### src/hdl/rpza_pkg.sv
// ---------------------------------------------------------------------------
// rpza_pkg
// Shared types and constants of the RPZA block video decoder.
// ---------------------------------------------------------------------------
package rpza_pkg;

  localparam int COORD_BITS    = 12;
  localparam int CUR_BITS      = 14;
  localparam int DIM_BITS      = 13;
  localparam int BLOCKS_BITS   = 2 * DIM_BITS;
  localparam int CHAN_BITS     = 5;
  localparam int COLOR_BITS    = 16;
  localparam int ROW_BITS      = 64;
  localparam int STATUS_BITS   = 2;
  localparam int OUT_USED      = 4 * ROW_BITS + 2 * COORD_BITS + STATUS_BITS;
  localparam int OUT_BITS      = ((OUT_USED + 7) / 8) * 8;
  localparam int RAW_BYTES     = 30;
  localparam int HDR_BYTES     = 4;
  localparam int IDX_BYTES     = 4;

  localparam logic [4:0] MIX_W_LO = 5'd11;
  localparam logic [4:0] MIX_W_HI = 5'd21;

  localparam logic [STATUS_BITS-1:0] ST_OK      = 2'd0;
  localparam logic [STATUS_BITS-1:0] ST_BAD_OP  = 2'd1;
  localparam logic [STATUS_BITS-1:0] ST_PAST    = 2'd2;

  localparam logic [2:0] OP_SKIP  = 3'b100;
  localparam logic [2:0] OP_FILL  = 3'b101;
  localparam logic [2:0] OP_BLEND = 3'b110;
  localparam logic [2:0] OP_BAD   = 3'b111;

  localparam logic REG_COLS = 1'b0;
  localparam logic REG_ROWS = 1'b1;

  typedef enum logic [3:0] {
    PH_HDR, PH_OPC, PH_A_LO, PH_DECIDE, PH_RAW, PH_FILL_HI, PH_FILL_LO,
    PH_CA_HI, PH_CA_LO, PH_CB_HI, PH_CB_LO, PH_IDX
  } phase_t;

  typedef enum logic [1:0] {
    S_IDLE, S_EMIT, S_SKIP, S_MIX
  } state_t;

  typedef enum logic [1:0] {
    SRC_RAW, SRC_FILL, SRC_BLEND, SRC_ERR
  } src_t;

  typedef struct packed {
    logic [CHAN_BITS-1:0] lo;   // 11/32 a + 21/32 b
    logic [CHAN_BITS-1:0] hi;   // 21/32 a + 11/32 b
  } mix_res_t;

endpackage

### src/hdl/rpza_mix.sv
// ---------------------------------------------------------------------------
// rpza_mix
// Blend unit for one 5-bit color channel, shared over the three channels.
// ---------------------------------------------------------------------------
module rpza_mix import rpza_pkg::*; (
  input  logic [CHAN_BITS-1:0] chan_a,
  input  logic [CHAN_BITS-1:0] chan_b,
  output mix_res_t             res
);

  logic [CHAN_BITS+5:0] sum_lo;
  logic [CHAN_BITS+5:0] sum_hi;

  // weight both ends and drop the 1/32 fraction
  assign sum_lo = MIX_W_LO * chan_a + MIX_W_HI * chan_b;
  assign sum_hi = MIX_W_HI * chan_a + MIX_W_LO * chan_b;
  assign res.lo = sum_lo[CHAN_BITS+4:5];
  assign res.hi = sum_hi[CHAN_BITS+4:5];

endmodule

### src/hdl/rpza_block_video_decoder.sv
// Output path: raw and fill blocks go from their last byte through S_EMIT to
// the output register; blend blocks first pass S_MIX and the shared blend unit.
// Throughput: header, color and index bytes are taken every cycle while idle;
// the last byte of a raw, fill or blend block, a skip or an unknown opcode
// holds the input until its blocks are done, and output stalls hold it longer.
// Synchronous reset (rst) clears control state and color_a/b, not other stores.
// ---------------------------------------------------------------------------
// rpza_block_video_decoder
// Byte-serial RPZA decoder: parses commands, emits 4x4 blocks with position.
// ---------------------------------------------------------------------------
module rpza_block_video_decoder import rpza_pkg::*; (
  input  logic                clk,
  input  logic                rst,
  input  logic                cfg_we,
  input  logic                cfg_addr,
  input  logic [DIM_BITS-1:0] cfg_data,
  input  logic                s_axis_tvalid,
  output logic                s_axis_tready,
  input  logic [7:0]          s_axis_tdata,   // data_byte
  input  logic                s_axis_tlast,   // frame_end
  output logic                m_axis_tvalid,
  input  logic                m_axis_tready,
  // pixel_row0, pixel_row1, pixel_row2, pixel_row3, block_col, block_row, status
  output logic [OUT_BITS-1:0] m_axis_tdata,
  output logic                m_axis_tlast    // last
);

  state_t state, state_next;
  phase_t phase;
  src_t   src;

  logic [DIM_BITS-1:0]    block_columns, block_rows;
  logic [4:0]             bytes_pending;
  logic [5:0]             run_remaining;
  logic [5:0]             cnt;
  logic [1:0]             ch;
  logic [COLOR_BITS-1:0]  color_a, color_b;
  logic [COLOR_BITS-1:0]  raw_colors [16];
  logic [7:0]             index_bytes [IDX_BYTES];
  logic [14:0]            pal1, pal2;
  logic [CUR_BITS-1:0]    cursor_col, cursor_row;
  logic [BLOCKS_BITS-1:0] blocks_left;
  logic                   halted;
  logic                   o_valid, o_last;
  logic [OUT_BITS-1:0]    o_data;

  logic                   in_acc, can_load, active;
  logic                   go_emit, go_skip, go_mix;
  src_t                   go_src;
  logic [5:0]             go_cnt;
  logic                   do_adv, do_load, do_halt;
  logic [STATUS_BITS-1:0] ld_status;
  logic                   ld_last;
  logic [CUR_BITS-1:0]    col_inc, col_next, row_next;
  logic [7:0]             b;
  logic [4:0]             chan_a, chan_b;
  mix_res_t               mix;
  logic [COLOR_BITS-1:0]  pal [4];
  logic [COLOR_BITS-1:0]  pix [16];
  logic [ROW_BITS-1:0]    rows [4];

  assign b             = s_axis_tdata;
  assign s_axis_tready = (state == S_IDLE);
  assign in_acc        = s_axis_tvalid && s_axis_tready;
  assign can_load      = !o_valid || m_axis_tready;
  assign active        = (phase != PH_HDR) && !halted;
  assign m_axis_tvalid = o_valid;
  assign m_axis_tdata  = o_data;
  assign m_axis_tlast  = o_last;

  // decode which job the accepted byte launches
  always_comb begin
    go_emit = 1'b0;
    go_skip = 1'b0;
    go_mix  = 1'b0;
    go_src  = SRC_RAW;
    go_cnt  = 6'd1;
    if (in_acc && active) begin
      unique case (phase)
        PH_RAW: begin
          go_emit = (bytes_pending == 5'(RAW_BYTES - 1));
        end
        PH_FILL_LO: begin
          go_emit = (run_remaining != 6'd0);
          go_src  = SRC_FILL;
          go_cnt  = run_remaining;
        end
        PH_IDX: begin
          go_mix = (bytes_pending == 5'(IDX_BYTES - 1));
        end
        PH_OPC: begin
          if (b[7:5] == OP_SKIP) begin
            go_skip = 1'b1;
            go_cnt  = {1'b0, b[4:0]} + 6'd1;
          end else if (b[7:5] == OP_BAD) begin
            go_emit = 1'b1;
            go_src  = SRC_ERR;
          end
        end
        default: begin
          go_emit = 1'b0;
        end
      endcase
    end
  end

  // cursor advance
  always_comb begin
    col_inc  = cursor_col + CUR_BITS'(1);
    col_next = col_inc;
    row_next = cursor_row;
    if (col_inc >= CUR_BITS'(block_columns)) begin
      col_next = '0;
      row_next = cursor_row + CUR_BITS'(1);
    end
  end

  // sequencer: next state and strobes
  always_comb begin
    state_next = state;
    do_adv     = 1'b0;
    do_load    = 1'b0;
    do_halt    = 1'b0;
    ld_status  = ST_OK;
    ld_last    = 1'b0;
    unique case (state)
      S_IDLE: begin
        if (go_emit) begin
          state_next = S_EMIT;
        end else if (go_skip) begin
          state_next = S_SKIP;
        end else if (go_mix) begin
          state_next = S_MIX;
        end
      end
      S_MIX: begin
        if (ch == 2'd2) begin
          state_next = S_EMIT;
        end
      end
      S_EMIT: begin
        if (can_load) begin
          do_load = 1'b1;
          if (src == SRC_ERR || blocks_left == '0) begin
            ld_status  = (src == SRC_ERR) ? ST_BAD_OP : ST_PAST;
            ld_last    = 1'b1;
            do_halt    = 1'b1;
            state_next = S_IDLE;
          end else begin
            do_adv  = 1'b1;
            ld_last = (cnt == 6'd1);
            if (cnt == 6'd1) begin
              state_next = S_IDLE;
            end
          end
        end
      end
      S_SKIP: begin
        if (blocks_left == '0) begin
          if (can_load) begin
            do_load    = 1'b1;
            ld_status  = ST_PAST;
            ld_last    = 1'b1;
            do_halt    = 1'b1;
            state_next = S_IDLE;
          end
        end else begin
          do_adv = 1'b1;
          if (cnt == 6'd1) begin
            state_next = S_IDLE;
          end
        end
      end
      default: begin
        state_next = S_IDLE;
      end
    endcase
  end

  // select the channel that the blend unit works on
  always_comb begin
    unique case (ch)
      2'd0: begin
        chan_a = color_a[14:10];
        chan_b = color_b[14:10];
      end
      2'd1: begin
        chan_a = color_a[9:5];
        chan_b = color_b[9:5];
      end
      default: begin
        chan_a = color_a[4:0];
        chan_b = color_b[4:0];
      end
    endcase
  end

  rpza_mix u_mix (
    .chan_a (chan_a),
    .chan_b (chan_b),
    .res    (mix)
  );

  // assemble the block pixels
  always_comb begin
    pal[0] = {1'b0, color_b[14:0]};
    pal[1] = {1'b0, pal1};
    pal[2] = {1'b0, pal2};
    pal[3] = {1'b0, color_a[14:0]};
    for (int i = 0; i < 16; i++) begin
      unique case (src)
        SRC_RAW:   pix[i] = raw_colors[i];
        SRC_FILL:  pix[i] = color_a;
        SRC_BLEND: pix[i] = pal[index_bytes[i / 4][7 - 2 * (i % 4) -: 2]];
        default:   pix[i] = '0;
      endcase
    end
    for (int r = 0; r < 4; r++) begin
      rows[r] = {pix[4 * r + 3], pix[4 * r + 2], pix[4 * r + 1], pix[4 * r]};
    end
  end

  // state register
  always_ff @(posedge clk) begin
    if (rst) begin
      state <= S_IDLE;
    end else begin
      state <= state_next;
    end
  end

  // parser, cursor and output register
  always_ff @(posedge clk) begin
    if (rst) begin
      block_columns <= DIM_BITS'(1);
      block_rows    <= DIM_BITS'(1);
      phase         <= PH_HDR;
      bytes_pending <= '0;
      run_remaining <= '0;
      cursor_col    <= '0;
      cursor_row    <= '0;
      blocks_left   <= '0;
      halted        <= 1'b0;
      o_valid       <= 1'b0;
      cnt           <= '0;
      ch            <= '0;
      src           <= SRC_RAW;
      color_a       <= '0;
      color_b       <= '0;
    end else begin
      // take configuration writes
      if (cfg_we) begin
        if (cfg_addr == REG_COLS) begin
          block_columns <= cfg_data;
        end else begin
          block_rows <= cfg_data;
        end
      end

      // launch a job
      if (go_emit || go_skip) begin
        src <= go_src;
        cnt <= go_cnt;
      end
      if (go_mix) begin
        ch <= 2'd0;
      end

      // parse the accepted byte
      if (in_acc) begin
        if (phase == PH_HDR) begin
          if (bytes_pending == '0) begin
            blocks_left <= block_columns * block_rows;
            cursor_col  <= '0;
            cursor_row  <= '0;
            halted      <= 1'b0;
          end
          if (bytes_pending == 5'(HDR_BYTES - 1)) begin
            bytes_pending <= '0;
            phase         <= PH_OPC;
          end else begin
            bytes_pending <= bytes_pending + 5'd1;
          end
        end else if (!halted) begin
          unique case (phase)
            PH_A_LO: begin
              color_a[7:0] <= b;
              phase        <= PH_DECIDE;
            end
            PH_DECIDE: begin
              if (b[7]) begin
                run_remaining <= 6'd1;
                color_b       <= {b, 8'h00};
                phase         <= PH_CB_LO;
              end else begin
                raw_colors[0] <= color_a;
                raw_colors[1] <= {b, 8'h00};
                bytes_pending <= 5'd1;
                phase         <= PH_RAW;
              end
            end
            PH_RAW: begin
              if (!bytes_pending[0]) begin
                raw_colors[4'd1 + 4'(bytes_pending[4:1])] <= {b, 8'h00};
              end else begin
                raw_colors[4'd1 + 4'(bytes_pending[4:1])][7:0] <= b;
              end
              if (bytes_pending == 5'(RAW_BYTES - 1)) begin
                bytes_pending <= '0;
                phase         <= PH_OPC;
              end else begin
                bytes_pending <= bytes_pending + 5'd1;
              end
            end
            PH_FILL_HI: begin
              color_a <= {b, 8'h00};
              phase   <= PH_FILL_LO;
            end
            PH_FILL_LO: begin
              color_a[7:0]  <= b;
              run_remaining <= '0;
              phase         <= PH_OPC;
            end
            PH_CA_HI: begin
              color_a <= {b, 8'h00};
              phase   <= PH_CA_LO;
            end
            PH_CA_LO: begin
              color_a[7:0] <= b;
              phase        <= PH_CB_HI;
            end
            PH_CB_HI: begin
              color_b <= {b, 8'h00};
              phase   <= PH_CB_LO;
            end
            PH_CB_LO: begin
              color_b[7:0]  <= b;
              bytes_pending <= '0;
              phase         <= PH_IDX;
            end
            PH_IDX: begin
              index_bytes[bytes_pending[1:0]] <= b;
              if (bytes_pending == 5'(IDX_BYTES - 1)) begin
                bytes_pending <= '0;
                if (run_remaining <= 6'd1) begin
                  run_remaining <= '0;
                  phase         <= PH_OPC;
                end else begin
                  run_remaining <= run_remaining - 6'd1;
                end
              end else begin
                bytes_pending <= bytes_pending + 5'd1;
              end
            end
            default: begin
              run_remaining <= {1'b0, b[4:0]} + 6'd1;
              if (!b[7]) begin
                color_a <= {b, 8'h00};
                phase   <= PH_A_LO;
              end else if (b[7:5] == OP_FILL) begin
                phase <= PH_FILL_HI;
              end else if (b[7:5] == OP_BLEND) begin
                phase <= PH_CA_HI;
              end else begin
                run_remaining <= '0;
                phase         <= PH_OPC;
              end
            end
          endcase
        end
        // drop any unfinished command at frame end
        if (s_axis_tlast) begin
          phase         <= PH_HDR;
          bytes_pending <= '0;
          run_remaining <= '0;
        end
      end

      // blend palette, one channel a cycle
      if (state == S_MIX) begin
        unique case (ch)
          2'd0: begin
            pal1[14:10] <= mix.lo;
            pal2[14:10] <= mix.hi;
          end
          2'd1: begin
            pal1[9:5] <= mix.lo;
            pal2[9:5] <= mix.hi;
          end
          default: begin
            pal1[4:0] <= mix.lo;
            pal2[4:0] <= mix.hi;
          end
        endcase
        ch <= ch + 2'd1;
        if (ch == 2'd2) begin
          src <= SRC_BLEND;
          cnt <= 6'd1;
        end
      end

      // advance the cursor
      if (do_adv) begin
        cursor_col  <= col_next;
        cursor_row  <= row_next;
        blocks_left <= blocks_left - BLOCKS_BITS'(1);
        cnt         <= cnt - 6'd1;
      end
      if (do_halt) begin
        halted <= 1'b1;
      end

      // output register
      if (do_load) begin
        o_valid <= 1'b1;
      end else if (m_axis_tready) begin
        o_valid <= 1'b0;
      end
    end
  end

  // result payload
  always_ff @(posedge clk) begin
    if (do_load) begin
      o_last <= ld_last;
      if (ld_status == ST_OK) begin
        o_data <= OUT_BITS'({ld_status, cursor_row[COORD_BITS-1:0],
                             cursor_col[COORD_BITS-1:0],
                             rows[3], rows[2], rows[1], rows[0]});
      end else begin
        o_data <= OUT_BITS'({ld_status, cursor_row[COORD_BITS-1:0],
                             cursor_col[COORD_BITS-1:0], (4 * ROW_BITS)'(0)});
      end
    end
  end

endmodule

### config.mk
export PLATFORM = sky130hd
export DESIGN_NAME = rpza_block_video_decoder
export DESIGN_NICKNAME = d
export VERILOG_FILES = /design/src/hdl/rpza_pkg.sv /design/src/hdl/rpza_mix.sv /design/src/hdl/rpza_block_video_decoder.sv
export SDC_FILE = /design/constraint.sdc
export NUM_CORES = 2
export LEC_CHECK = 0
export BUFFER_PORTS_ARGS = -buffer_cell sky130_fd_sc_hd__buf_4
export CORE_MARGIN = 4
export CORE_UTILIZATION = 35
export CTS_BUF_LIST = sky130_fd_sc_hd__clkbuf_4
export DETAILED_ROUTE_END_ITERATION = 10
export PLACE_DENSITY = 0.53
export SKIP_CTS_REPAIR_TIMING = 1
export SYNTH_ARGS = -nofsm -noshare
export SYNTH_HDL_FRONTEND = slang
export SYNTH_HIERARCHICAL = 1
export SYNTH_SLANG_ARGS = --single-unit
### constraint.sdc
create_clock -name clk -period 13.8 [get_ports clk]
set_input_delay 0.69 -clock clk [delete_from_list [all_inputs] [get_ports clk]]
set_output_delay 0.69 -clock clk [all_outputs]
set_load 0.01 [all_outputs]
* Word-level counts from Yosys, hierarchy flattened
Memories as Yosys holds them, arrays and structs flattened.
Cells that the tools add are included.
** Word-level totals
- Flip-flop bits (word level) :: 459
- Bits in writable memories :: 288
- Bits of input ports :: 28
- Output and inout bits :: 291
- Logic and storage cells :: 385
- Memories :: 2
** Operators by class
- Add/subtract/negate cells :: 11
- Multipliers :: 5
- Magnitude comparators :: 18
- Equality and inequality tests :: 44
- Mux-type cells :: 203
- Bitwise operators :: 24
- Reductions and logical operators :: 51
** Memory list
- raw_colors :: depth 16, bits a word 16, rd ports 16, clocked after Yosys merged registers in 0, write ports 2, line rpza_block_video_decoder.sv:38 : logic [COLOR_BITS-1:0] raw_colors [16];
- index_bytes :: depth 4, bits a word 8, rd ports 4, clocked after Yosys merged registers in 0, write ports 1, line rpza_block_video_decoder.sv:39 : logic [7:0] index_bytes [IDX_BYTES];
** Operators with widths (number)
- one-hot mux 16 bit (3 select lines) :: 16
- 2-to-1 mux 16 bit :: 34
- binary-select mux 16 bit (select 2 bit) :: 16
- 2-to-1 mux 26 bit :: 4
- 2-to-1 mux 14 bit :: 7
- 2-to-1 mux 6 bit :: 15
- 2-to-1 mux 1 bit :: 50
- greater-or-equal comparator 3 bit (second input constant) :: 16
- NOT 2 -> 3 bit :: 16
- one-hot mux 8 bit (3 select lines) :: 2
- 2-to-1 mux 2 bit :: 23
- 2-to-1 mux 4 bit :: 11
- one-hot mux 4 bit (10 select lines) :: 1
- 2-to-1 mux 5 bit :: 6
- adder 14 x 1 -> 14 bit (second input constant) :: 2
- logical NOT 26 bit :: 1
- multiplier 13 x 13 -> 26 bit :: 1
- subtractor 26 x 1 -> 26 bit (second input constant) :: 1
- one-hot mux 6 bit (4 select lines) :: 1
- multiplier 5 x 5 -> 10 bit (first input constant) :: 2
- one-hot mux 5 bit (2 select lines) :: 2
- one-hot mux 5 bit (4 select lines) :: 1
- AND reduction 5 bit :: 4
- multiplier 4 x 5 -> 9 bit (first input constant) :: 2
- other kinds (57) :: 122

* Logic depth before layout (Yosys ltp)
- Depth in word-level cells :: 10
- Gate-level depth with buffers :: 22
- Mapped depth without buffers :: 20

* Cells and area by module
The synthesis kept the hierarchy.
** Modules (own cells, without submodules)
- rpza_block_video_decoder :: times used 1, cells an instance 3920, area an instance 43623.1 µm², sequential area each 20810.0 µm²
- rpza_mix :: times used 1, cells an instance 173, area an instance 1614.0 µm², sequential area each 0.0 µm²

* Worst setup path before layout
OpenSTA, ideal clock, no wires.
- Path kind :: reg-to-reg
- Start :: register blocks_left[13]
- End :: register o_data[0] (netlist: m_axis_tdata[0]), enable pin
- Setup time :: 0.933 ns
- Data arrival time :: 13.192 ns
- Required time :: 12.867 ns
- Path slack :: -0.325 ns
- Stages on the path, launching flop included :: 5
- Buffers on the path :: 0
- Period minus slack after synthesis :: 14.125 ns
- Cell sequence :: dfxtp_1 -> or4_4 -> nor3b_4 -> a41oi_1 -> nor2_1
** Between the ends
- Longest elaborated chain between the ends :: 3
** Ends and longest elaborated chain
- start, declared :: line rpza_block_video_decoder.sv:42 : logic [BLOCKS_BITS-1:0] blocks_left;
- start signal, assigned :: line rpza_block_video_decoder.sv:273 : blocks_left <= block_columns * block_rows;
- start signal, assigned :: line rpza_block_video_decoder.sv:406 : blocks_left <= blocks_left - BLOCKS_BITS'(1);
- logical NOT 26 bit :: line rpza_block_video_decoder.sv:159 : if (blocks_left == '0) begin
- 2-to-1 mux 1 bit :: line rpza_block_video_decoder.sv:159
- one-hot mux 1 bit (2 select lines) :: line rpza_block_video_decoder.sv:126 : unique case (state)
- via do_load :: line rpza_block_video_decoder.sv:51 : logic do_adv, do_load, do_halt;
- end signal, assigned :: line rpza_block_video_decoder.sv:427 : o_data <= OUT_BITS'({ld_status, cursor_row[COORD_BITS-1:0],
- end signal, assigned :: line rpza_block_video_decoder.sv:431 : o_data <= OUT_BITS'({ld_status, cursor_row[COORD_BITS-1:0],
- end, declared :: line rpza_block_video_decoder.sv:45 : logic [OUT_BITS-1:0] o_data;
The timed path passes the listed nets, and every way through them passes these cells.
A chain may end at the register's enable or synchronous reset.

* Final worst setup path
- Start :: register block_columns[7]
- End :: register blocks_left[23]
** Between the ends
- Longest elaborated chain between the ends :: 5
** Ends and longest elaborated chain
- start, declared :: line rpza_block_video_decoder.sv:32 : logic [DIM_BITS-1:0] block_columns, block_rows;
- start signal, assigned :: line rpza_block_video_decoder.sv:254 : block_columns <= cfg_data;
- multiplier 13 x 13 -> 26 bit :: line rpza_block_video_decoder.sv:273
- 2-to-1 mux 26 bit :: line rpza_block_video_decoder.sv:272 : if (bytes_pending == '0) begin
- 2-to-1 mux 26 bit :: line rpza_block_video_decoder.sv:271 : if (phase == PH_HDR) begin
- 2-to-1 mux 26 bit :: line rpza_block_video_decoder.sv:270 : if (in_acc) begin
- 2-to-1 mux 26 bit :: line rpza_block_video_decoder.sv:403 : if (do_adv) begin
Every way passes these cells. The select of a mux whose other input is x is not followed.

==> results.cfg <==
[pwr]
power_mw = 5.875
p_leak_nw = 20.33
irDropWorstVdd_mv = 0.08512
cellPowerDensity_nw_per_um2 = 113.2

[route]
drc = 0
vias = 35531
drt_iter0_markers = 3935
routed_wl_mm = 166.1
drt-vias-per-instance = 5.679
postRouteAntennaNets = 0
post_drt_wl_per_cell_um = 26.54
first_pass_iters = 6

[floorplanning]
die_h_um = 367.5
core_area_sq_um = 128000
ioPinCount = 319
row_count = 131
dieArea_sq_um = 135100
die_w_um = 367.5
start_util_pct = 35.34

[synthesis]
synth_edf_count = 601
yosysWarnings = 6
syn_inst = 4093
ys_seq_area_share_pct = 46.00
netlist_area_sq_um = 45240
yosys.cell_types.count = 90
ys_seq_elements = 739
ys.flop_type = edfxtp_1
synthArstFlopShare_pct = 0
syn_avg_cell_area_sq_um = 11.05

[min_path]
hold_start = cfg_we
min_path_type = primary input to register
min_path_cells = 4
hold_path_end = block_columns[8]

[clock_tree]
numCtsBuffers = 202
insertion_delay_ns = 1.22
cts_tree = built
root_buffer = clkbuf_4
cts_max_level = 4
clk_pin_slew_ns = 0.06
clock_sinks = 739
ctsLongestPathBuffers = 3

[cells_and_area]
layout_common_cells = a21oi_1 (613), edfxtp_1 (601), nor2_1 (396)
nFillCells = 12440
layout.cells.most_common = a21oi_1
nets = 4684
fin_cells = 6257
drive_gt1_share_pct = 22.10
area_delta_synth_final_pct = 14.77

[critical_path]
regToRegStartpoint = block_columns[7]
ff2ff_setup_slack_ns = 8.09
cp_max_fo = 15
reg2reg_to = blocks_left[23]
crit_type = register to register
end_kind = register
r2r.worst_path.cells = 19
cp.required_ns = 14.81
startpoint_type = register
crit_arrival_ns = 6.73

[global_routing]
grt_remaining_overflow = 0
antenna_found_initial = 5
grt_first_pass_wirelength_mm = 241.2
grt_pass1_vias = 35049
grt_max_degree = 177
track_usage_pct = 24.09

[timing]
fin_ws_ns = 8.086
hold_viol = 0
worstMarginPinSlew_ns = 1.454
hold_ws_ns = 0.1345
rsz0062_at_grt = no
slew_violations = 0
period_minus_slack_ns = 5.714
period_share_pct = 41.41
relSlewSlack_pct = 2.803
max_freq_mhz = 175.0
fin_skew_ns = 0.1210
final.setup.tns_ns = 0
finalSetupViolations = 0

[place]
hpwl_mm = 104.9
gp_congestion = 0.8604
io_buffers = 312
dp_cells = 5858
pre_cts_ws_ns = 8.063

[outcome]
status = completed

[flow_run]
drv_cap = 0
==> synth_stat cells, drive strengths merged, types with 58 or more instances <==
cell type,count,share of area (%)
ha,154,4.3
clkbuf,287,2.4
o21ai,64,0.71
nand2,300,2.5
and2,91,1.3
inv,266,2.2
a21oi,616,6.8
edfxtp,601,40
dfxtp,138,6.1
nand2b,258,3.6
nor2,402,3.4
fa,143,6.3
mux4,240,12
nor3,58,0.65
buf,73,0.91
==> cell families (layout without fill, tap and decap cells) <==
logic type      Yosys count  after routing  synth area share [%]
simple gates           1259           1259                 13.68
compound gates          844            844                 10.46
flops                   739            739                 46.00
buf+inv                 626           1048                 5.496
fa+ha+maj               297            297                 10.59
mux                     277            277                 12.80
xor+xnor                 50             50                0.9681
other cells               1             14              0.008290
==> metal layers <==
layer	part of all wire (%)	track usage, %	wire [um]	vias to the layer above
met2	46	38.26	76830	2231
met3	10	5.945	16670	557
li1	-	-	-	15279
met4	6.1	13.20	10110	0
met1	38	30.23	62440	17464
met5	0	0	0	-
==> where the power goes <==
group,internal (mW),total [mW],switching [mW]
clock,0.996,2.02,1.02
combinational,0.392,1.14,0.744
sequential,2.62,2.72,0.105
total,4.00,5.88,1.87
==> through the flow <==
| step | cell area [sq um] | util (%) |
|---|---|---|
| finish | 51920 | 40.56 |
| global route | 51900 | 40.55 |
| CTS | 51640 | 40.34 |
| detailed placement | 49030 | 38.30 |
| global placement | 49030 | 38.30 |
| floorplan | 45260 | - |
==> flip-flops by register name, indices dropped and copies added (netlist names), 5 cells and up <==
name           count
raw_colors       256
cursor_col        14
cnt                6
pal1              15
cursor_row        12
pal2              15
color_a           16
run_remaining      6
blocks_left       26
block_rows        13
block_columns     13
m_axis_tdata     282
bytes_pending      5
color_b           15
index_bytes       32
==> worst max-delay path, cell delays in order, from the launching register on <==
cell and delay, ns:
dfxtp_1 0.48, and2_1 0.25, fa_1 0.53, inv_1 0.05, fa_1 0.48, inv_1 0.05, fa_1 0.50, inv_1 0.06
fa_1 0.50, fa_1 0.54, inv_1 0.04, ha_1 0.35, a21oi_1 0.18, nand2_1 0.07, o21ai_0 0.36, o211ai_1 0.25
a311oi_1 0.44, xnor2_1 0.13, a221oi_1 0.25, nor3_1 0.07
==> final cells by class <==
type                            instances  area, sq um  area share, %
Antenna cell                            8        20.02        0.03856
Clock buffer                          296         2222          4.280
Clock inverter                         69        380.4         0.7326
Inverter                              266        998.5          1.923
Multi-Input combinational cell       2733        22080          42.53
Sequential cell                       739        20820          40.10
Tap cell                             1729         2163          4.167
Timing Repair Buffer                  417         3233          6.227
==> worst max path at each step <==
stage	start	endpoint	slack [ns]	cells after the start
floorplan	blocks_left[13]	m_axis_tdata[0]	4.48	4
global placement	block_columns[7]	blocks_left[23]	8.13	19
detailed placement	block_columns[7]	blocks_left[23]	8.06	19
CTS	block_columns[7]	blocks_left[23]	8.06	19
global route	block_columns[9]	blocks_left[22]	7.64	18
finish	block_columns[7]	blocks_left[23]	8.09	19
No activity file was read; power rests on OpenSTA's default activity.
